[src/rtl/hsl2rgb_pkg.sv]
package hsl2rgb_pkg;

    localparam int HS_FB  = 12;
    localparam int HS_ONE = 1 << HS_FB;

    localparam int HS_SW = HS_FB + 1;
    localparam int HS_TW = HS_FB + 3;
    localparam int HS_QW = 2 * HS_FB + 1;
    localparam int HS_PW = 3 * HS_FB + 2;
    localparam int HS_VW = 3 * HS_FB + 1;
    localparam int HS_RW = 3 * HS_FB + 10;

    localparam logic [HS_RW-1:0] HS_ONE3 = HS_RW'(1) << (3 * HS_FB);

    typedef struct packed {
        logic mul;
        logic sum;
        logic rnd;
    } hs_chan_en_t;

endpackage

[src/rtl/hsl2rgb_chan.sv]
module hsl2rgb_chan
    import hsl2rgb_pkg::*;
(
    input  logic              clk,
    input  hs_chan_en_t       en,
    input  logic [HS_QW-1:0]  d,
    input  logic [HS_QW-1:0]  p2,
    input  logic [HS_SW-1:0]  f,
    output logic [7:0]        chan
);

    logic [HS_QW-1:0] p2_reg;
    logic [HS_PW-1:0] df_reg;
    logic [HS_PW-1:0] df_next;
    logic [HS_VW-1:0] v3_reg;
    logic [HS_VW-1:0] v3_next;
    logic [7:0]       chan_reg;
    logic [7:0]       chan_next;
    logic [HS_RW-1:0] rnd_sum;
    logic [8:0]       rnd_top;

    assign df_next = HS_PW'(d) * HS_PW'(f);
    assign v3_next = HS_VW'((HS_PW'(p2_reg) << HS_FB) + df_reg);

    always_comb
    begin
        rnd_sum = (HS_RW'(v3_reg) << 9) - (HS_RW'(v3_reg) << 1) + HS_ONE3;
        rnd_top = rnd_sum[HS_RW-1:3*HS_FB+1];
        chan_next = (rnd_top > 9'd255) ? 8'd255 : rnd_top[7:0];
    end

    always_ff @(posedge clk)
    begin
        if (en.mul)
        begin
            p2_reg <= p2;
            df_reg <= df_next;
        end
        if (en.sum)
        begin
            v3_reg <= v3_next;
        end
        if (en.rnd)
        begin
            chan_reg <= chan_next;
        end
    end

    assign chan = chan_reg;

endmodule

[src/rtl/hsl_to_rgb888_converter_unit.sv]
// Converts one HSL colour per item into an RGB888 colour through a seven-stage pipeline
// that takes a new item in every clock cycle while the output side is not stalled; the
// 25 by 13 bit channel multipliers and the wide rounding adders each have a register
// stage to themselves. Each stage holds its item only while the stage after it is
// full, so a stalled output fills the pipeline's empty stages before the input side is
// held off.
module hsl_to_rgb888_converter_unit
    import hsl2rgb_pkg::*;
(
    input  logic        clk,
    input  logic        rst_n,
    input  logic        s_axis_tvalid,
    output logic        s_axis_tready,
    input  logic [39:0] s_axis_tdata,   // hue[11:0], saturation[24:12], lightness[37:25]
    output logic        m_axis_tvalid,
    input  logic        m_axis_tready,
    output logic [23:0] m_axis_tdata    // red[7:0], green[15:8], blue[23:16]
);

    localparam int NSTG = 7;

    logic [NSTG:1] vld_reg;
    logic [NSTG:1] vld_next;
    logic [NSTG:1] en;

    logic [11:0]       hue;
    logic [12:0]       saturation;
    logic [12:0]       lightness;
    logic [HS_FB-1:0]  h;
    logic [HS_TW-1:0]  t6;
    logic [HS_TW-1:0]  tr_sum;

    logic [HS_SW-1:0]  s1_s_reg, s1_s_next, s1_l_reg, s1_l_next;
    logic [HS_TW-1:0]  s1_tr_reg, s1_tr_next, s1_tg_reg, s1_tb_reg, s1_tb_next;

    logic [HS_QW-1:0]  s2_ls_reg;
    logic [HS_SW-1:0]  s2_s_reg, s2_l_reg;
    logic [HS_SW-1:0]  s2_fr_reg, s2_fg_reg, s2_fb_reg;

    logic [HS_QW-1:0]  s3_q2_reg, s3_q2_next;
    logic [HS_SW-1:0]  s3_l_reg;
    logic [HS_SW-1:0]  s3_fr_reg, s3_fg_reg, s3_fb_reg;

    logic [HS_QW-1:0]  s4_p2_reg, s4_p2_next, s4_d_reg, s4_d_next;
    logic [HS_SW-1:0]  s4_fr_reg, s4_fg_reg, s4_fb_reg;

    hs_chan_en_t       chan_en;
    logic [7:0]        red, green, blue;

    function automatic logic [HS_SW-1:0] seg_frac(input logic [HS_TW-1:0] t);
        logic [HS_SW-1:0] res;
        begin
            priority if (t < HS_TW'(HS_ONE))
                res = HS_SW'(t);
            else if (t < HS_TW'(3 * HS_ONE))
                res = HS_SW'(HS_ONE);
            else if (t < HS_TW'(4 * HS_ONE))
                res = HS_SW'(HS_TW'(4 * HS_ONE) - t);
            else
                res = '0;
            return res;
        end
    endfunction

    always_comb
    begin
        en[NSTG] = !vld_reg[NSTG] || m_axis_tready;
        for (int k = NSTG - 1; k >= 1; k--)
        begin
            en[k] = !vld_reg[k] || en[k+1];
        end
        vld_next[1] = en[1] ? s_axis_tvalid : vld_reg[1];
        for (int k = 2; k <= NSTG; k++)
        begin
            vld_next[k] = en[k] ? vld_reg[k-1] : vld_reg[k];
        end
    end

    always_ff @(posedge clk or negedge rst_n)
    begin
        if (!rst_n)
        begin
            vld_reg <= '0;
        end
        else
        begin
            vld_reg <= vld_next;
        end
    end

    assign hue        = s_axis_tdata[11:0];
    assign saturation = s_axis_tdata[24:12];
    assign lightness  = s_axis_tdata[37:25];

    always_comb
    begin
        h          = HS_FB'(hue);
        s1_s_next  = (32'(saturation) > HS_ONE) ? HS_SW'(HS_ONE) : HS_SW'(saturation);
        s1_l_next  = (32'(lightness) > HS_ONE) ? HS_SW'(HS_ONE) : HS_SW'(lightness);
        t6         = (HS_TW'(h) << 2) + (HS_TW'(h) << 1);
        tr_sum     = t6 + HS_TW'(2 * HS_ONE);
        s1_tr_next = (tr_sum >= HS_TW'(6 * HS_ONE)) ? tr_sum - HS_TW'(6 * HS_ONE) : tr_sum;
        s1_tb_next = (t6 >= HS_TW'(2 * HS_ONE)) ? t6 - HS_TW'(2 * HS_ONE)
                                                : t6 + HS_TW'(4 * HS_ONE);
    end

    always_comb
    begin
        if ((HS_QW'(s2_l_reg) << 1) < HS_QW'(HS_ONE))
            s3_q2_next = (HS_QW'(s2_l_reg) << HS_FB) + s2_ls_reg;
        else
            s3_q2_next = HS_QW'(((HS_QW + 1)'(s2_l_reg) + (HS_QW + 1)'(s2_s_reg)) << HS_FB)
                         - s2_ls_reg;
    end

    always_comb
    begin
        s4_p2_next = (HS_QW'(s3_l_reg) << (HS_FB + 1)) - s3_q2_reg;
        s4_d_next  = HS_QW'(((HS_QW + 1)'(s3_q2_reg) << 1)
                            - ((HS_QW + 1)'(s3_l_reg) << (HS_FB + 1)));
    end

    always_ff @(posedge clk)
    begin
        if (en[1])
        begin
            s1_s_reg  <= s1_s_next;
            s1_l_reg  <= s1_l_next;
            s1_tr_reg <= s1_tr_next;
            s1_tg_reg <= t6;
            s1_tb_reg <= s1_tb_next;
        end
        if (en[2])
        begin
            s2_ls_reg <= HS_QW'(s1_l_reg) * HS_QW'(s1_s_reg);
            s2_s_reg  <= s1_s_reg;
            s2_l_reg  <= s1_l_reg;
            s2_fr_reg <= seg_frac(s1_tr_reg);
            s2_fg_reg <= seg_frac(s1_tg_reg);
            s2_fb_reg <= seg_frac(s1_tb_reg);
        end
        if (en[3])
        begin
            s3_q2_reg <= s3_q2_next;
            s3_l_reg  <= s2_l_reg;
            s3_fr_reg <= s2_fr_reg;
            s3_fg_reg <= s2_fg_reg;
            s3_fb_reg <= s2_fb_reg;
        end
        if (en[4])
        begin
            s4_p2_reg <= s4_p2_next;
            s4_d_reg  <= s4_d_next;
            s4_fr_reg <= s3_fr_reg;
            s4_fg_reg <= s3_fg_reg;
            s4_fb_reg <= s3_fb_reg;
        end
    end

    assign chan_en.mul = en[5];
    assign chan_en.sum = en[6];
    assign chan_en.rnd = en[7];

    hsl2rgb_chan u_chan_red
    (
        .clk  (clk),
        .en   (chan_en),
        .d    (s4_d_reg),
        .p2   (s4_p2_reg),
        .f    (s4_fr_reg),
        .chan (red)
    );

    hsl2rgb_chan u_chan_green
    (
        .clk  (clk),
        .en   (chan_en),
        .d    (s4_d_reg),
        .p2   (s4_p2_reg),
        .f    (s4_fg_reg),
        .chan (green)
    );

    hsl2rgb_chan u_chan_blue
    (
        .clk  (clk),
        .en   (chan_en),
        .d    (s4_d_reg),
        .p2   (s4_p2_reg),
        .f    (s4_fb_reg),
        .chan (blue)
    );

    assign s_axis_tready = en[1];
    assign m_axis_tvalid = vld_reg[NSTG];
    assign m_axis_tdata  = {blue, green, red};

`ifndef SYNTHESIS
    a_full_when_held: assert property (@(posedge clk) disable iff (!rst_n)
        !s_axis_tready |-> (&vld_reg))
        else $error("Input held off while the pipeline has an empty stage.");

    a_frac_range: assert property (@(posedge clk) disable iff (!rst_n)
        vld_reg[3] |-> (s3_fr_reg <= HS_SW'(HS_ONE)) && (s3_fg_reg <= HS_SW'(HS_ONE))
                       && (s3_fb_reg <= HS_SW'(HS_ONE)))
        else $error("Segment fraction exceeds one.");

    a_qp_order: assert property (@(posedge clk) disable iff (!rst_n)
        vld_reg[4] |-> ((HS_QW + 1)'(s4_p2_reg) + (HS_QW + 1)'(s4_d_reg))
                       <= ((HS_QW + 1)'(1) << (2 * HS_FB)))
        else $error("q exceeds one or lies below p.");
`endif

endmodule
[config.mk]
export PLATFORM = sky130hd
export DESIGN_NAME = hsl_to_rgb888_converter_unit
export DESIGN_NICKNAME = d
export VERILOG_FILES = /design/src/rtl/hsl2rgb_pkg.sv /design/src/rtl/hsl2rgb_chan.sv /design/src/rtl/hsl_to_rgb888_converter_unit.sv
export SDC_FILE = /design/constraint.sdc
export NUM_CORES = 2
export LEC_CHECK = 0
export ABC_CLOCK_PERIOD_IN_PS = 15870
export BUFFER_PORTS_ARGS = -buffer_cell sky130_fd_sc_hd__buf_4
export CAP_MARGIN = 0
export CORE_UTILIZATION = 48
export CTS_BUF_LIST = sky130_fd_sc_hd__clkbuf_4
export CTS_CLUSTER_SIZE = 8
export DETAILED_ROUTE_END_ITERATION = 8
export GPL_TIMING_DRIVEN = 0
export HOLD_SLACK_MARGIN = 0.08
export PLACE_DENSITY_LB_ADDON = 0.1
export SLEW_MARGIN = 20
export SYNTH_ARGS = -nofsm -noshare
export SYNTH_HDL_FRONTEND = slang
export SYNTH_HIERARCHICAL = 1
export SYNTH_SLANG_ARGS = --single-unit
[constraint.sdc]
create_clock -name clk -period 15.87 [get_ports clk]
set_input_delay 2.3805 -clock clk [delete_from_list [all_inputs] [get_ports clk]]
set_output_delay 2.3805 -clock clk [all_outputs]
set_load 0.01 [all_outputs]
==> impl_metrics.csv <==
group,metric,value,unit
sta,slew_violations,0,
route,via_per_inst,5.23,
logic_synthesis,yosys.area.top_type,"edfxtp_1",
grt,grt_max_degree,83,
sta,clock_skew,98.7,ps
route,drt_iter0_drc,3046,
floorplanning,num_rows,137,
sta,fin_setup_tns,0,ps
sta,fmax,127,MHz
route,ant_nets,0,
placement,dpl-instance-area,0.0708,mm²
run,drv_cap,0,
layout,regArea,0.0185,mm²
layout,multi_input_area,0.0435,mm²
critical_path,critPathArrivalTime,8620,ps
clock_tree,clock-sinks,616,
floorplanning,coreArea,0.140,mm²
logic_synthesis,ys_warn_count,6,
clock_tree,cts_setup_buffers,0,
logic_synthesis,ys_top_cells_by_area,"edfxtp_1, fa_1, ha_1",
critical_path,cp_data_required_time,16630,ps
status,status,"completed",
critical_path,r2r_cells,19,
layout,syn_to_final_growth,8.04,%
layout,layout_common_cells,"inv_1, fa_1, nand2_1",
logic_synthesis,yosysSeqAreaShare,0.274,
logic_synthesis,synthCells,6702,
layout,nNetsFinal,8557,
hold_path,worst_hold_path.num_cells,0,
placement,dp_hpwl,141000,µm
clock_tree,cts_resized,0,
logic_synthesis,syn_area,0.0675,mm²
sta,worst-slew-pin-transition,1160,ps
sta,hold_viol_final,0,
grt,grt_first_pass_wirelength,276000,µm
grt,grt_pass1_vias,49000,
clock_tree,clk_latency,1130,ps
clock_tree,path_clk_slew,60,ps
placement,gp_congestion,0.928,
critical_path,start_kind,"register",
critical_path,endpoint_kind,"register",
floorplanning,ios,70,
critical_path,r2r_end,"u_chan_green/df_reg[36]",
clock_tree,cts-htree-levels,4,
critical_path,cp_max_fo,12,
logic_synthesis,ys.flop_type,"edfxtp_1",
floorplanning,chipWidth,377,µm
hold_path,holdCritStartpoint,"s3_fb_reg[7]",
grt,gr-total-overflow,0,
logic_synthesis,ys_ff_latch,616,
clock_tree,cts_root_buf,"clkbuf_4",
hold_path,worstHoldEndpoint,"s4_fb_reg[7]",
grt,grtUsageTotal,0.255,
floorplanning,start_util,0.484,
critical_path,critical_path_class,"register to register",
floorplanning,die_y,377,µm
layout,drive_above_1_share,0.0581,
logic_synthesis,synth_top_area_share,0.271,
hold_path,hold_class,"register to register",
sta,rsz0062_at_grt,"no",
critical_path,r2r_start,"s4_d_reg[8]",
layout,fill_cells,13100,
clock_tree,cts_made_buffers,165,
clock_tree,cts_hold_buf,0,
logic_synthesis,syn_avg_cell_area,10.1,µm²
route,drc_errors,0,
route,dr.pass1.iters,6,
logic_synthesis,synth-edff-count,609,
floorplanning,dieArea,0.142,mm²
layout,finalInstanceArea,0.0729,mm²
clock_tree,cts_tree,"yes",
layout,layout_commonest_cell,"inv_1",
sta,post-route-min-period,7860,ps
sta,max_slew_margin,0.225,
route,wl_per_cell,19.5,µm
grt,antenna_found_initial,5,
route,drt-total-wl,175000,µm
route,vias,47000,
logic_synthesis,async_reset_ff_frac,0.0114,
sta,min_period_over_period,0.495,
clock_tree,clock_path_buffers,3,
sta,setup_violations,0,
critical_path,r2r_slack,8010,ps
placement,portBuffers,67,
logic_synthesis,ys_types,97,
-- worst max-delay path: stages, from the launching register on --
cell and delay (ps):
edfxtp_1 1130, clkbuf_1 570, and2_1 240, fa_1 450, fa_1 540, fa_1 540, fa_1 540, inv_1 50
fa_1 520, inv_1 40, ha_1 280, clkbuf_1 200, a21oi_1 210, o21ai_0 130, a221o_1 390, a21oi_1 260
a31oi_1 220, a31oi_1 460, nor3_1 120, a211oi_1 630
-- metrics by stage --
stage	hold WS (ps)	utilization	setup WS, ps	std cells
floorplan	400	-	8040	6734
global placement	400	0.505	4680	8677
CTS	326	0.522	8100	8973
global route	359	0.522	7660	8975
finish	343	0.523	8010	8982
detailed placement	405	0.507	8150	8690
-- metal layers --
layer  global-route usage  share of wire  up-vias
met5                    0              0        -
met4               0.0963          0.036        0
met3               0.0444          0.062      270
met2                0.397           0.44     1345
met1                0.355           0.46    23200
li1                     -              -    22200
-- layout make-up --
| type | count | area share |
|---|---|---|
| Multi-Input combinational cell | 4595 | 0.596 |
| Sequential cell | 616 | 0.253 |
| Inverter | 1303 | 0.0672 |
| Tap cell | 1876 | 0.0322 |
| Clock buffer | 230 | 0.0237 |
| Buffer | 220 | 0.0114 |
| Timing Repair Buffer | 80 | 0.0104 |
| Clock inverter | 53 | 0.00561 |
| Antenna cell | 9 | 0.000309 |
-- synthesized netlist by cell type (38+ instances only) --
master    instances
nor3_1           72
a21oi_1         225
nor2_1          206
ha_1            649
and2_1          493
inv_1          1303
xor2_1           87
edfxtp_1        609
a21o_1          116
o21a_1           48
and3_1           38
nor2b_1          57
fa_1            883
nand2b_1         40
clkbuf_1        219
nand3_1          46
nand2_1         827
o21ai_0         143
xnor2_1         196
-- worst max-delay path by stage --
stage,from,endpoint,cells past startpoint
final,s4_d_reg[8],u_chan_green/df_reg[36],19
after CTS,s4_d_reg[8],u_chan_green/df_reg[36],19
after floorplan,m_axis_tready,u_chan_blue/df_reg[0],3
after global placement,m_axis_tready,u_chan_red/df_reg[0],4
after global routing,s4_d_reg[10],u_chan_green/df_reg[36],20
after detailed placement,s4_d_reg[8],u_chan_green/df_reg[36],19
-- kinds of logic after synthesis --
| group | synth area share |
|---|---|
| AOI/OAI and AO/OA | 0.0846 |
| adders and majority gates | 0.382 |
| muxes | 0.00185 |
| DFF | 0.274 |
| xor gates and xnor gates | 0.0367 |
| buffers and inverters | 0.0848 |
| other | 0.0000556 |
| and+or+nand+nor | 0.136 |
Power is left out: the tool's default activity adds up to more than one toggle a clock period on the data nets, which glitch-free logic cannot reach.
